### src/sv/u8cp_pkg.sv
// ----------------------------------------------------------------------------
// u8cp_pkg: shared types and constants for the utf-8 to code page transcoder
// Holds the register indexes, mode codes, result word layout and the
// windows-1252 c1 mapping used to fold code points back into single bytes.
// ----------------------------------------------------------------------------
package u8cp_pkg;

	localparam int BYTE_W  = 8;
	localparam int COUNT_W = 16;
	localparam int MODE_W  = 2;
	localparam int IDX_W   = 1;
	localparam int DATA_W  = 16;

	// register indexes
	localparam logic [IDX_W-1:0] REG_MODE     = 1'd0;
	localparam logic [IDX_W-1:0] REG_CAPACITY = 1'd1;

	// code page modes (3 behaves as other page)
	localparam logic [MODE_W-1:0] MODE_PASS  = 2'd0;
	localparam logic [MODE_W-1:0] MODE_1252  = 2'd1;

	// reset values of the registers
	localparam logic [MODE_W-1:0]  MODE_RESET     = MODE_1252;
	localparam logic [COUNT_W-1:0] CAPACITY_RESET = 16'd256;

	// sequence state
	localparam logic [1:0] PEND_NONE   = 2'd0;
	localparam logic [1:0] PEND_LEAD   = 2'd1;
	localparam logic [1:0] PEND_MIDDLE = 2'd2;

	localparam logic [BYTE_W-1:0] QMARK = 8'h3F;

	// one result word
	typedef struct packed {
		logic [BYTE_W-1:0]  data;
		logic               is_end;
		logic [COUNT_W-1:0] count;
	} result_t;

	// code points for bytes 0x80..0x9F in windows-1252
	localparam logic [15:0] C1_TABLE [32] = '{
		16'h20AC, 16'h0081, 16'h201A, 16'h0192, 16'h201E, 16'h2026, 16'h2020, 16'h2021,
		16'h02C6, 16'h2030, 16'h0160, 16'h2039, 16'h0152, 16'h008D, 16'h017D, 16'h008F,
		16'h0090, 16'h2018, 16'h2019, 16'h201C, 16'h201D, 16'h2022, 16'h2013, 16'h2014,
		16'h02DC, 16'h2122, 16'h0161, 16'h203A, 16'h0153, 16'h009D, 16'h017E, 16'h0178
	};

	// fold a decoded code point into a code page byte
	function automatic logic [BYTE_W-1:0] map_point(input logic [MODE_W-1:0] mode,
			input logic [15:0] u);
		logic [BYTE_W-1:0] r;
		r = QMARK;
		if (mode == MODE_1252) begin
			if (u[15:8] == 8'h00 && u[7]) begin
				r = u[7:0];
			end else begin
				for (int k = 0; k < 32; k++) begin
					if (C1_TABLE[k] == u) begin
						r = {3'b100, 5'(k)};
					end
				end
			end
		end else if (u[15:8] == 8'h00) begin
			r = u[7:0];
		end
		return r;
	endfunction

endpackage

### src/sv/utf8_to_single_byte_codepage.sv
// ----------------------------------------------------------------------------
// utf8_to_single_byte_codepage: utf-8 to single-byte code page transcoder
// Decodes a nul-terminated utf-8 byte stream into code page bytes and closes
// each string with an end word that carries the emitted byte count.
// ----------------------------------------------------------------------------
// Takes one input byte per cycle while in_stall is low. A byte is captured in
// an input register, decoded from that register and its results (none, one, or
// up to three when a nul cuts off a pending sequence) go into a four-entry
// result queue that drives the output one word per cycle while out_stall is
// low. Sustained rate is one byte per cycle as long as each byte yields at most
// one word and the output is not stalled; the input stalls while the queue
// lacks room for three more words. An accepted byte passes the input register
// and then the result queue before its first result word appears. Registers
// may be written only while the block is idle.
module utf8_to_single_byte_codepage (
	input  logic                           clk,
	input  logic                           arst_n,
	input  logic                           cfg_we,
	input  logic [u8cp_pkg::IDX_W-1:0]     cfg_index,
	input  logic [u8cp_pkg::DATA_W-1:0]    cfg_data,
	input  logic                           in_valid,
	output logic                           in_stall,
	input  logic [u8cp_pkg::BYTE_W-1:0]    in_byte,
	output logic                           out_valid,
	input  logic                           out_stall,
	output logic [u8cp_pkg::BYTE_W-1:0]    out_byte,
	output logic                           is_end,
	output logic [u8cp_pkg::COUNT_W-1:0]   byte_count
);
	import u8cp_pkg::*;

	localparam int QDEPTH = 4;

	logic [MODE_W-1:0]  mode_q;
	logic [COUNT_W-1:0] capacity_q;
	logic [BYTE_W-1:0]  lead_q, middle_q;
	logic [1:0]         pend_q;
	logic [COUNT_W-1:0] emitted_q;

	logic               valid_s1;
	logic [BYTE_W-1:0]  byte_s1;

	result_t            queue_q [QDEPTH];
	logic [2:0]         qcnt_q;

	logic               pop, room, process, in_take;
	logic [2:0]         qbase;

	// decode outputs
	logic               req0, req1, req_end;
	logic [BYTE_W-1:0]  val0, val1;
	logic [BYTE_W-1:0]  lead_d, middle_d;
	logic [1:0]         pend_d;
	logic               pass0, pass1;
	logic [COUNT_W-1:0] limit, cnt1, cnt2;
	logic [2:0]         nres;
	result_t            new_res [3];

	// handshake and queue room
	assign out_valid = (qcnt_q != 3'd0);
	assign pop       = out_valid && !out_stall;
	assign qbase     = qcnt_q - 3'(pop);
	assign room      = (qbase <= 3'd1);
	assign process   = valid_s1 && room;
	assign in_stall  = valid_s1 && !room;
	assign in_take   = in_valid && !in_stall;

	assign out_byte   = queue_q[0].data;
	assign is_end     = queue_q[0].is_end;
	assign byte_count = queue_q[0].count;

	// decode of the held byte against the sequence state
	always_comb begin
		req0     = 1'b0;
		req1     = 1'b0;
		req_end  = 1'b0;
		val0     = QMARK;
		val1     = QMARK;
		lead_d   = lead_q;
		middle_d = middle_q;
		pend_d   = pend_q;
		if (mode_q == MODE_PASS) begin
			pend_d = PEND_NONE;
			if (byte_s1 == 8'h00) begin
				req_end = 1'b1;
			end else begin
				req0 = 1'b1;
				val0 = byte_s1;
			end
		end else begin
			case (pend_q)
				PEND_LEAD: begin
					if (byte_s1 == 8'h00) begin
						req0    = 1'b1;
						req_end = 1'b1;
					end else if (lead_q[7:5] == 3'b110) begin
						req0   = 1'b1;
						val0   = map_point(mode_q, {5'b0, lead_q[4:0], byte_s1[5:0]});
						pend_d = PEND_NONE;
					end else begin
						middle_d = byte_s1;
						pend_d   = PEND_MIDDLE;
					end
				end
				PEND_MIDDLE: begin
					if (byte_s1 == 8'h00) begin
						req0    = 1'b1;
						req1    = 1'b1;
						val1    = middle_q[7] ? QMARK : middle_q;
						req_end = 1'b1;
					end else begin
						req0   = 1'b1;
						val0   = map_point(mode_q,
							{lead_q[3:0], middle_q[5:0], byte_s1[5:0]});
						pend_d = PEND_NONE;
					end
				end
				default: begin
					pend_d = PEND_NONE;
					if (byte_s1 == 8'h00) begin
						req_end = 1'b1;
					end else if (!byte_s1[7]) begin
						req0 = 1'b1;
						val0 = byte_s1;
					end else if (byte_s1[7:5] == 3'b110 || byte_s1[7:4] == 4'b1110) begin
						lead_d = byte_s1;
						pend_d = PEND_LEAD;
					end else begin
						req0 = 1'b1;
					end
				end
			endcase
		end
		if (req_end) begin
			pend_d = PEND_NONE;
		end
	end

	// capacity gating, later bytes past the limit are dropped
	always_comb begin
		limit = (capacity_q == '0) ? '0 : capacity_q - 16'd1;
		pass0 = req0 && (emitted_q < limit);
		cnt1  = emitted_q + COUNT_W'(pass0);
		pass1 = req1 && (cnt1 < limit);
		cnt2  = cnt1 + COUNT_W'(pass1);
		nres  = 3'(pass0) + 3'(pass1) + 3'(req_end);
		if (pass0) begin
			new_res[0] = '{data: val0, is_end: 1'b0, count: '0};
		end else begin
			new_res[0] = '{data: '0, is_end: 1'b1, count: cnt2};
		end
		if (pass1) begin
			new_res[1] = '{data: val1, is_end: 1'b0, count: '0};
		end else begin
			new_res[1] = '{data: '0, is_end: 1'b1, count: cnt2};
		end
		new_res[2] = '{data: '0, is_end: 1'b1, count: cnt2};
	end

	// configuration registers
	always_ff @(posedge clk or negedge arst_n) begin
		if (!arst_n) begin
			mode_q     <= MODE_RESET;
			capacity_q <= CAPACITY_RESET;
		end else if (cfg_we) begin
			case (cfg_index)
				REG_MODE:     mode_q     <= cfg_data[MODE_W-1:0];
				REG_CAPACITY: capacity_q <= cfg_data[COUNT_W-1:0];
				default: ;
			endcase
		end
	end

	// input register
	always_ff @(posedge clk or negedge arst_n) begin
		if (!arst_n) begin
			valid_s1 <= 1'b0;
		end else if (in_take) begin
			valid_s1 <= 1'b1;
		end else if (process) begin
			valid_s1 <= 1'b0;
		end
	end

	always_ff @(posedge clk) begin
		if (in_take) begin
			byte_s1 <= in_byte;
		end
	end

	// sequence state
	always_ff @(posedge clk or negedge arst_n) begin
		if (!arst_n) begin
			lead_q    <= '0;
			middle_q  <= '0;
			pend_q    <= PEND_NONE;
			emitted_q <= '0;
		end else if (process) begin
			lead_q    <= lead_d;
			middle_q  <= middle_d;
			pend_q    <= pend_d;
			emitted_q <= req_end ? '0 : cnt2;
		end
	end

	// result queue count
	always_ff @(posedge clk or negedge arst_n) begin
		if (!arst_n) begin
			qcnt_q <= '0;
		end else begin
			qcnt_q <= qbase + (process ? nres : 3'd0);
		end
	end

	// result queue words, head at entry zero
	always_ff @(posedge clk) begin
		for (int i = 0; i < QDEPTH; i++) begin
			if (process && 3'(i) >= qbase && (3'(i) - qbase) < nres) begin
				queue_q[i] <= new_res[2'(3'(i) - qbase)];
			end else if (pop && i < QDEPTH - 1) begin
				queue_q[i] <= queue_q[(i + 1) % QDEPTH];
			end
		end
	end

endmodule

### config.mk
export PLATFORM = sky130hd
export DESIGN_NAME = utf8_to_single_byte_codepage
export DESIGN_NICKNAME = d
export VERILOG_FILES = /design/src/sv/u8cp_pkg.sv /design/src/sv/utf8_to_single_byte_codepage.sv
export SDC_FILE = /design/constraint.sdc
export NUM_CORES = 1
export LEC_CHECK = 0
export BUFFER_PORTS_ARGS = -buffer_cell sky130_fd_sc_hd__clkbuf_2
export CAP_MARGIN = 10
export CORE_UTILIZATION = 45
export CTS_CLUSTER_SIZE = 28
export DETAILED_ROUTE_END_ITERATION = 8
export PLACE_DENSITY = 0.63
export SKIP_CTS_REPAIR_TIMING = 1
export SLEW_MARGIN = 25
export SYNTH_ARGS = -nofsm -noshare
export SYNTH_HDL_FRONTEND = slang
export SYNTH_SLANG_ARGS = --single-unit
### constraint.sdc
create_clock -name clk -period 12.2 [get_ports clk]
set_input_delay 3.05 -clock clk [delete_from_list [all_inputs] [get_ports clk]]
set_output_delay 3.05 -clock clk [all_outputs]
set_load 0.03 [all_outputs]
=== Word-level counts from Yosys, hierarchy flattened ===
Memories as Yosys holds them, arrays and structs flattened.
Index checks and enable logic that the tools add are counted.
Widths: inputs -> output; s select.

* Flip-flop bits (word level): 64
* Bits in writable memories: 100
* Input port bits: 30
* Output and inout bits: 27
* Logic and storage cells: 258
* Memories: 1

* Add/subtract/negate cells: 11
* Magnitude comparators: 15
* Equality and inequality tests: 55
* Muxes and demuxes: 122
* Bitwise gates (word level): 12
* Reductions and logical operators: 33

{| class="wikitable"
|+ Memories
! name !! words !! bits a word !! rd ports !! clocked after Yosys merged registers in !! write ports !! RTL line !! source
|-
| queue_q || 4 || 25 || 4 || 0 || 4 || utf8_to_single_byte_codepage.sv:43 || <nowiki>result_t queue_q [QDEPTH];</nowiki>
|}

{| class="wikitable"
|+ Operator list
! cell !! number
|-
| $mux 8 || 60
|-
| $mux 25 || 13
|-
| $eq 14x16->1 const A || 17
|-
| $bmux 25 s2 || 4
|-
| $eq 9x16->1 const A || 8
|-
| $eq 9x11->1 const A || 8
|-
| $eq 8x16->1 const A || 5
|-
| $eq 8x11->1 const A || 5
|-
| $add 16x1->16 || 2
|-
| $eq 10x16->1 const A || 2
|-
| $lt 16x16->1 || 2
|-
| $mux 16 || 2
|-
| $mux 1 || 30
|-
| $mux 7 || 4
|-
| $eq 10x11->1 const A || 2
|-
| $logic_and 1x1->1 || 16
|-
| $logic_not 16->1 || 1
|-
| $logic_not 8->1 || 2
|-
| $pmux 8 s2 || 1
|-
| $sub 16x1->16 const B || 1
|-
| $ge 3x3->1 const B || 4
|-
| $lt 3x3->1 || 4
|-
| $not 2->3 || 4
|-
| $mux 2 || 5
|-
| other kinds (30) || 46
|}

=== Longest topological paths before layout ===
Gate-level depths: netlist of run 1.

* Word-level depth: 43
* Depth in mapped cells: 41
* Depth with buffers taken out: 38

=== Worst setup path after synthesis of run 1 ===
Ideal clock, no wire load.

* Path type: register to register
* From: register capacity_q[3]
* To: memory queue_q[3][0] (netlist bit) (enable)
* Setup time: 0.480 ns
* Data arrival time: 8.766 ns
* Required time: 11.720 ns
* Slack: 2.955 ns
* Stages on the path, launching flop included: 32
* Path buffers: 3
* Clock period less this slack: 9.245 ns
* Cell sequence: dfrtp_1 or3_1 or3b_2 clkbuf_1 nor2_1 nand3_1 nand2_1 ha_1 a211oi_1 o211ai_1 o21ai_1 nor3_1 or2_1 buf_2 inv_4 ha_1 and2_1 clkbuf_1 nand3_1 or3_1 nor3_1 xor2_1 ha_1 nand3_1 nor2_1 o211ai_1 o21a_1 fa_1 inv_1 ha_1 a21oi_1 nor4b_1

{| class="wikitable"
|+ RTL lines
! what !! RTL line !! source
|-
| from (decl) || utf8_to_single_byte_codepage.sv:35 || <nowiki>logic [COUNT_W-1:0] capacity_q;</nowiki>
|-
| from (signal assigned) || utf8_to_single_byte_codepage.sv:168 || <nowiki>REG_CAPACITY: capacity_q <= cfg_data[COUNT_W-1:0];</nowiki>
|-
| to (decl) || utf8_to_single_byte_codepage.sv:43 ||
|}

==> results.ini, run 1 <==
[min_path]
min_from=lead_q[7]$_DFFE_PN0P_
whs_endpoint=lead_q[7]$_DFFE_PN0P_
hold_depth=1
hold_path.class=reg2reg

[timing]
rsz0062_at_grt=false
fmax_ghz=0.113
fin_crit_ns=8.87
maxSlewViolCount=0
slew-limit-headroom_pct=34.5
setup_viol=0
worstMarginPinSlew_ns=0.958
finClkSkew_ns=0.0138
fin_tns_setup_ns=0
report.final.hold_viol_count=0
fin_crit_sh_pct=72.7

[clocking]
clkLatencyLatePin_ns=0.45
cts_tree=done
clockBufferDepth=2
clockRootBuffer=clkbuf_16
cts_max_level=4
cts.clk_slew.worst_paths_ns=0.07
numCtsBuffers=17
cts_num_sinks=164

[yosys]
synth_edf_count=108
synthFlopType=edfxtp_1
synth_nets=1179
netlist_top_cells_area=edfxtp_1 30%, dfrtp_1 13%, ha_1 6.1%
avgSynthCellArea_um2=9.80
synth.yosys.seq_area_share_pct=43.3
synth_largest_area_cell=edfxtp_1
synth_top_cell_area_share_pct=30.2
ys_seq_elements=164
synthCells=1095
yosysWarnings=0
synth_area_mm2=0.0107
async_flop_share_pct=34.1
synth_cell_types=92

[die]
die_x_um=156
rows=56
pin_count=57
start_util_pct=45.8
core_area_mm2=0.0234
dieHeight_um=156
dieArea_mm2=0.0245

[critical_path]
regToRegStartpoint=capacity_q[3]$_DFFE_PN0P_
cp-start-kind=register
rrSetupSlack_ns=3.33
path_max_fanout=43
r2r_end=queue_q[2][18]$_DFFE_PP_
cp_slowest_cell=or3b_2
cp_slowest_stage_delay_ns=0.55
crit_arrival_ns=9.15
cp.required_ns=12.49
end_kind=register
r2r_cells=34
critical_path_class=reg2reg

[route]
wl_um=26800
drc_errors=0
vias_per_cell=6.01
drtAntennaViolNets=0
dr.first_iter.drc_count=761
first_pass_iters=6
wl_per_cell_um=18.5
vias=8715

[power_and_ir_drop]
p_per_area_mw_per_mm2=252
finalPower_uw=2960
peakVddDrop_mv=0.131
power_leakage_uw=0.00450

[grt]
antenna_found_initial=0
grt_max_degree=57
grt_pass1_vias=7999
grtUsageTotal_pct=23.1
grt_pass1_wl_um=43800
grt_overflow=0

[layout]
diodes=0
synthToLayoutAreaGrowth_pct=9.72
nets=1202
layout-drive-gt1-share_pct=15.3
final_common_cell=nand2_1
final_cell_mix=140 x nand2_1, 108 x edfxtp_1, 76 x nor2_1
fill_cells=2185

[placed_design]
dpl.hpwl_um=19500
io_buffers=56
gp_congestion=0.930

[status]
status=complete, no violations

[job]
drv_cap=0

## report_power, final
| part | internal [uW] | total (uW) | switching (uW) | leakage [uW] |
|---|---|---|---|---|
| registers | 873 | 989 | 116 | 0.00176 |
| clock network | 282 | 554 | 273 | 0.000300 |
| logic | 441 | 1420 | 978 | 0.00244 |
## critical path, delay by kind of cell (launching register included)
kind | cells | cell delay [ns]
xor gates and xnor gates | 1 | 0.14
buffers and inverters | 3 | 0.60
adders and majority gates | 5 | 1.41
DFF | 1 | 0.41
AOI/OAI and AO/OA | 7 | 1.36
and+or+nand+nor | 18 | 4.76
## cells by family (layout without fill, tap and decap cells)
kind of cell,Yosys count,after routing,synth area share (%)
AND/OR/NAND/NOR,441,441,21.9
AO/OA/AOI/OAI,260,260,16.6
flip-flops,164,164,43.3
buffers and inverters,99,135,4.65
adder cells (fa/ha/maj),54,54,6.44
XOR/XNOR,43,43,3.51
multiplexers,34,34,3.55
## worst max-delay path by stage
stage,startpoint,endpoint,slack [ns]
after global routing,capacity_q[3]$_DFFE_PN0P_,queue_q[1][18]$_DFFE_PP_,2.48
after floorplan,capacity_q[3]$_DFFE_PN0P_,queue_q[3][0]$_DFFE_PP_,2.95
after global placement,capacity_q[3]$_DFFE_PN0P_,queue_q[2][18]$_DFFE_PP_,3.72
after CTS,capacity_q[3]$_DFFE_PN0P_,queue_q[2][18]$_DFFE_PP_,3.46
after detailed placement,capacity_q[3]$_DFFE_PN0P_,queue_q[2][18]$_DFFE_PP_,3.55
final,capacity_q[3]$_DFFE_PN0P_,queue_q[2][18]$_DFFE_PP_,3.33
## per-stage QoR
| step | instances | setup slack [ns] | instance area (um^2) | hold slack [ns] | utilization (%) |
|---|---|---|---|---|---|
| finish | 1450 | 3.33 | 11800 | 0.479 | 50.3 |
| global route | 1450 | 2.48 | 11800 | 0.485 | 50.3 |
| CTS | 1450 | 3.46 | 11800 | 0.475 | 50.3 |
| detailed placement | 1418 | 3.55 | 11200 | 0.458 | 47.7 |
| global placement | 1417 | 3.72 | 11100 | 0.444 | 47.6 |
| floorplan | 1095 | 2.95 | 10700 | 0.431 | - |
## synthesized netlist by cell type, types with 6 or more instances
cell type  instances
o22ai_1            7
xnor2_1           24
o31ai_1           52
xor2_1            19
or3_1              9
nor4_1            15
a32oi_1            9
nand3_1           31
mux2_2            29
clkbuf_8           7
and2_1             7
o211ai_1          12
edfxtp_1         108
buf_2              7
nor2_1            77
nor2b_1           12
o21ai_0           44
a21o_1             6
nor4b_1           12
a21oi_1           27
nand4_1           20
a211oi_1           6
inv_1             28
clkbuf_1          44
ha_1              52
nor3_1            27
o32ai_1            6
or2_2             11
nand2b_1          15
dfrtp_1           54
a22oi_1           10
o21ai_1           29
buf_6              6
or4_1              8
nand2_1          141
## area by class of cell
cell class | instances | area (um^2) | share of cell area, %
timing repair buffer | 70 | 383 | 3.25
tap | 319 | 399 | 3.39
sequential | 164 | 4650 | 39.5
multi-input combinational | 832 | 5600 | 47.6
inverter | 33 | 128 | 1.08
clock inverter | 15 | 189 | 1.61
clock buffer | 17 | 425 | 3.61
## state kept, by name, indices dropped and copies added, names as in the netlist
| name | flops |
|---|---|
| qcnt_q | 3 |
| mode_q | 2 |
| queue_q | 100 |
| capacity_q | 16 |
| middle_q | 8 |
| emitted_q | 16 |
| byte_s1 | 8 |
| pend_q | 2 |
| lead_q | 8 |
| valid_s1 | 1 |
## layer usage
layer | routed length (um) | global-route usage [%] | up-vias | part of all wire (%)
met1 | 13600 | 34.9 | 4183 | 51
met4 | 463 | 6.91 | 0 | 1.7
met3 | 1420 | 4.02 | 39 | 5.3
li1 | - | - | 4195 | -
met5 | 0 | 0 | - | 0
met2 | 11300 | 33.2 | 298 | 42
Power figures use the tool's default switching activity.
==> run 2: changes to the inputs <==
PLACE_DENSITY = 0.65   (was 0.63)
clock period = 7.6 ns   (was 12.2 ns; I/O delays follow)
==> run 2 against run 1 <==
Register-to-register slack worse by 3.0 ns; fmax up 21%; critical path depth up 1; sequential share of layout area shrank 1.2 points; combinational power grew 68%; hold slack got worse by 0.015 ns; global-route usage down 0.46 points; critical path type unchanged.
==> results.ini, run 2 (synthesized netlist as in run 1, its figures left out) <==
[status]
status=complete, no violations

[clocking]
cts_max_level=4  ; unchanged
clockBufferDepth=2  ; unchanged
clockRootBuffer=clkbuf_16
cts.clk_slew.worst_paths_ns=0.08  ; about the same
numCtsBuffers=17  ; unchanged
cts_num_sinks=164  ; unchanged
cts_tree=done
clkLatencyLatePin_ns=0.44  ; about the same

[power_and_ir_drop]
p_per_area_mw_per_mm2=401  ; +59%
peakVddDrop_mv=0.214  ; +63%
power_leakage_uw=0.00468  ; +4.1%

[layout]
register_area_mm2=0.00465  ; unchanged
reg.largest.list=queue_q (100), capacity_q (16), emitted_q (16)
largest_reg_flops=100  ; unchanged
nets=1224  ; +1.8%
final_common_cell=nand2_1
final_cell_mix=141 x nand2_1, 108 x edfxtp_1, 71 x nor2_1
synthToLayoutAreaGrowth_pct=13.2
fill_cells=2177  ; -0.37%
regMostFlops=queue_q
layout-drive-gt1-share_pct=19.8  ; +4.5 points
multi_input_area_mm2=0.00579  ; +3.4%
final_cell_area_mm2=0.0121  ; +3.2%
diodes=0  ; unchanged

[route]
vias=8732  ; +0.20%
drc_errors=0  ; unchanged
wirelength_met1_um=13100  ; -3.5%
wl_um=26900  ; +0.22%
first_pass_iters=7  ; +1
vias_per_cell=5.93  ; -1.3%
wl_met3_um=1550  ; +9.2%
drtAntennaViolNets=0  ; unchanged
wl_met2_um=11800  ; +3.6%
top_layer=met4
wl_per_cell_um=18.3  ; -1.3%
dr.first_iter.drc_count=801  ; +5.3%

[timing]
report.final.hold_viol_count=0  ; unchanged
holdWs_ns=0.464  ; -0.0149 ns
slew-limit-headroom_pct=36.1  ; +1.6 points
setup_viol=0  ; unchanged
fmax_ghz=0.137  ; +21%
maxSlewViolCount=0  ; unchanged
fin_crit_sh_pct=96.1  ; +23 points
finClkSkew_ns=0.0131  ; -0.000713 ns
worstMarginPinSlew_ns=0.959  ; +0.000808 ns
fin_tns_setup_ns=0  ; unchanged
fin_crit_ns=7.30  ; -1.56 ns

[die]
die_x_um=156  ; unchanged
start_util_pct=45.8  ; unchanged
core_area_mm2=0.0234  ; unchanged
pin_count=57  ; unchanged
rows=56  ; unchanged
dieArea_mm2=0.0245  ; unchanged
dieHeight_um=156  ; unchanged

[critical_path]
critPathMostFrequentCell=ha_1
critical_path_class=reg2reg
cp_slowest_cell=or3b_4
cp_slowest_stage_delay_ns=0.44  ; -0.11 ns
crit_arrival_ns=7.50  ; -1.65 ns
path_max_fanout=8  ; -81%
cp-start-kind=register
cp.required_ns=7.79  ; -4.70 ns
end_kind=register
path_buf_inv=6  ; +3
crit_family=simple AND/OR/NAND/NOR gates

[grt]
antenna_found_initial=0  ; unchanged
grt_pass1_wl_um=43300  ; -1.2%
grt_max_degree=57  ; unchanged
grtUsageTotal_pct=22.6  ; -0.46 points
grt_pass1_vias=8091  ; +1.2%
grt_overflow=0  ; unchanged

[placed_design]
dpl.hpwl_um=19700  ; +1.2%
gp_congestion=0.930  ; about the same
dpl_cell_area_mm2=0.0113  ; +1.3%
io_buffers=56  ; unchanged

[min_path]
hold_path.class=reg2reg

[job]
drv_cap=0  ; unchanged

==> run 2: cell count changes in the layout (fill, tap and decap cells not counted), sizes merged <==
cell / change
buf: +22
clkinv: +1
inv: -1
==> run 2: final timing paths <==
path	slack [ns]	to	cells past startpoint	start
hold / removal	0.46	lead_q[7]$_DFFE_PN0P_	1	lead_q[7]$_DFFE_PN0P_
setup reg to reg	0.30	queue_q[0][20]$_DFFE_PP_	35	capacity_q[3]$_DFFE_PN0P_
min in group asynchronous	1.57	middle_q[0]$_DFFE_PN0P_	2	arst_n
hold reg to reg	0.46	lead_q[7]$_DFFE_PN0P_	1	lead_q[7]$_DFFE_PN0P_
max in group asynchronous	5.48	emitted_q[2]$_DFFE_PN0P_	2	arst_n
setup / recovery	0.30	queue_q[0][20]$_DFFE_PP_	35	capacity_q[3]$_DFFE_PN0P_
==> run 2: stage by stage <==
stage / util [%] / setup slack (ns) / instances / total power (uW)
floorplan: - / 0.0457 / 1095 / 3300
global placement: 48.3 / 0.0836 / 1435 / 3870
detailed placement: 48.3 / -0.198 / 1435 / 3920
CTS: 50.9 / -0.263 / 1467 / 4800
global route: 51.9 / -0.0514 / 1472 / 5190
finish: 51.9 / 0.295 / 1472 / 4870
==> run 2: per-layer routing <==
layer | vias to the layer above | global-route usage (%)
met2 | 324 | 34.3
met1 | 4139 | 32.7
li1 | 4231 | -
met4 | 0 | 7.19
met5 | - | 0
met3 | 38 | 3.68
==> run 2: report_power, final <==
group          total (uW)  internal, uW  switching, uW
Combinational        2390           788           1600
Sequential           1600          1400            197
Clock                 881           452            430
==> run 2: final cells by class <==
type	instances	share of cell area (%)
Clock inverter	15	1.56
Inverter	33	1.05
Clock buffer	17	3.50
Timing Repair Buffer	92	4.67
Tap cell	319	3.29
Multi-Input combinational cell	832	47.7
Sequential cell	164	38.3
==> run 3: changes to the inputs <==
RECOVER_POWER = 100   (was default)
==> run 3 against run 2 <==
The run now ends with capacitance limit, slew limit left; via count hardly changed; setup slack better by 0.014 ns; flip-flop and latch count stayed put; count of clock-buffer cells in the layout stayed put; sequential share of layout area is 0.11 points higher; global-route usage stayed put.
==> results.ini, run 3 (synthesized netlist as in run 1, its figures left out) <==
[status]
status=finished, violations left
violations=capacitance limit, slew limit

[placed_design]
io_buffers=56  ; unchanged
dpl.hpwl_um=19700  ; unchanged
dp_cells=1435  ; unchanged
gp_congestion=0.930  ; unchanged

[layout]
diodes=0  ; unchanged
final_common_cell=nand2_1
final_cell_mix=141 x nand2_1, 108 x edfxtp_1, 71 x nor2_1
layout-drive-gt1-share_pct=17.3  ; -2.4 points
fin_cells=1472  ; unchanged
regMostFlops=queue_q
nets=1224  ; unchanged
fill_cells=2196  ; +0.87%
reg.largest.list=queue_q (100), capacity_q (16), emitted_q (16)
largest_reg_flops=100  ; unchanged
synthToLayoutAreaGrowth_pct=12.9

[grt]
grt_max_degree=57  ; unchanged
grt_overflow=0  ; unchanged
grt_pass1_wl_um=43300  ; unchanged
grtUsageTotal_pct=22.6  ; unchanged
antenna_found_initial=0  ; unchanged
grt_pass1_vias=8091  ; unchanged

[critical_path]
critPathMostFrequentCell=ha_1
end_kind=register
cp-start-kind=register
cp.required_ns=7.79  ; about the same
cp_slowest_stage_delay_ns=0.44  ; about the same
critical_path_class=reg2reg
cp_slowest_cell=or3b_4
path_max_fanout=8  ; unchanged
crit_arrival_ns=7.48  ; -0.02 ns

[clocking]
clockRootBuffer=clkbuf_16
numCtsBuffers=17  ; unchanged
clockBufferDepth=2  ; unchanged
cts.clk_slew.worst_paths_ns=0.08  ; about the same
cts_max_level=4  ; unchanged
clkLatencyLatePin_ns=0.44  ; about the same
cts_tree=done
cts_num_sinks=164  ; unchanged

[route]
dr.first_iter.drc_count=729  ; -9.0%
vias=8739  ; +0.080%
drtAntennaViolNets=0  ; unchanged
vias_per_cell=5.94  ; about the same
first_pass_iters=5  ; -2
drc_errors=0  ; unchanged
wl_um=26900  ; about the same
wl_per_cell_um=18.3  ; about the same

[die]
start_util_pct=45.8  ; unchanged
die_x_um=156  ; unchanged
pin_count=57  ; unchanged
rows=56  ; unchanged
dieArea_mm2=0.0245  ; unchanged
dieHeight_um=156  ; unchanged
core_area_mm2=0.0234  ; unchanged

[timing]
fmax_ghz=0.137  ; +0.19%
fin_crit_sh_pct=95.9  ; -0.18 points
worstMarginPinSlew_ns=3.08  ; +2.13 ns
setup_viol=0  ; unchanged
fin_crit_ns=7.29  ; -0.0140 ns
finClkSkew_ns=0.0133  ; +0.000182 ns
slew-limit-headroom_pct=-106  ; -140 points
maxSlewViolCount=57  ; +57
report.final.hold_viol_count=0  ; unchanged

[power_and_ir_drop]
finalPower_uw=4850  ; -0.33%
p_per_area_mw_per_mm2=401  ; about the same
peakVddDrop_mv=0.214  ; about the same
power_leakage_uw=0.00460  ; -1.8%

[min_path]
hold_path.class=reg2reg

[job]
drv_cap=1  ; +1

==> run 3: stage by stage <==
stage / setup slack (ns) / area, um^2 / setup TNS, ns / util [%] / hold WS (ns)
floorplan: 0.0457 / 10700 / 0 / - / 0.431
global placement: 0.0836 / 11300 / 0 / 48.3 / 0.445
detailed placement: -0.198 / 11300 / -2.66 / 48.3 / 0.452
CTS: -0.263 / 11900 / -4.40 / 50.9 / 0.468
global route: -0.0514 / 12100 / -0.283 / 51.7 / 0.493
finish: 0.309 / 12100 / 0 / 51.7 / 0.464
==> run 3: power by group <==
part / internal (uW) / total, uW / leakage, uW / switching, uW
registers: 1400 / 1590 / 0.00176 / 196
clock network: 452 / 881 / 0.000299 / 429
logic: 771 / 2370 / 0.00254 / 1600
==> run 3: layout make-up <==
type | instances | area [um^2] | area share [%]
Sequential cell | 164 | 4650 | 38.4
Tap cell | 319 | 399 | 3.30
Multi-Input combinational cell | 832 | 5790 | 47.8
Clock buffer | 17 | 425 | 3.51
Inverter | 33 | 128 | 1.05
Timing Repair Buffer | 92 | 531 | 4.38
Clock inverter | 15 | 189 | 1.56
==> run 3: path summary, 6_finish.rpt <==
kind                                           start                       end  slack (ns)  cells after the start
max                        capacity_q[3]$_DFFE_PN0P_  queue_q[0][20]$_DFFE_PP_        0.31                     35
min                            lead_q[7]$_DFFE_PN0P_     lead_q[7]$_DFFE_PN0P_        0.46                      1
max reg2reg                capacity_q[3]$_DFFE_PN0P_  queue_q[0][20]$_DFFE_PP_        0.31                     35
min reg2reg                    lead_q[7]$_DFFE_PN0P_     lead_q[7]$_DFFE_PN0P_        0.46                      1
max in group asynchronous                     arst_n     lead_q[0]$_DFFE_PN0P_        3.27                      2
min in group asynchronous                     arst_n   middle_q[0]$_DFFE_PN0P_        2.56                      2
==> run 3: worst max-delay path: cells and delay by family (launching register included) <==
family | cells | cell delay [ns]
and+or+nand+nor | 12 | 2.45
muxes | 1 | 0.30
buffers and inverters | 6 | 0.65
DFF | 1 | 0.41
adders and majority gates | 5 | 1.29
AOI/OAI and AO/OA | 10 | 1.66
xor gates and xnor gates | 1 | 0.29
==> run 3: routing by layer <==
metal	wire length (um)	global-route usage [%]	up-vias
li1	-	-	4234
met1	13100	32.7	4152
met2	11700	34.3	314
met3	1630	3.68	39
met4	476	7.19	0
met5	0	0	-
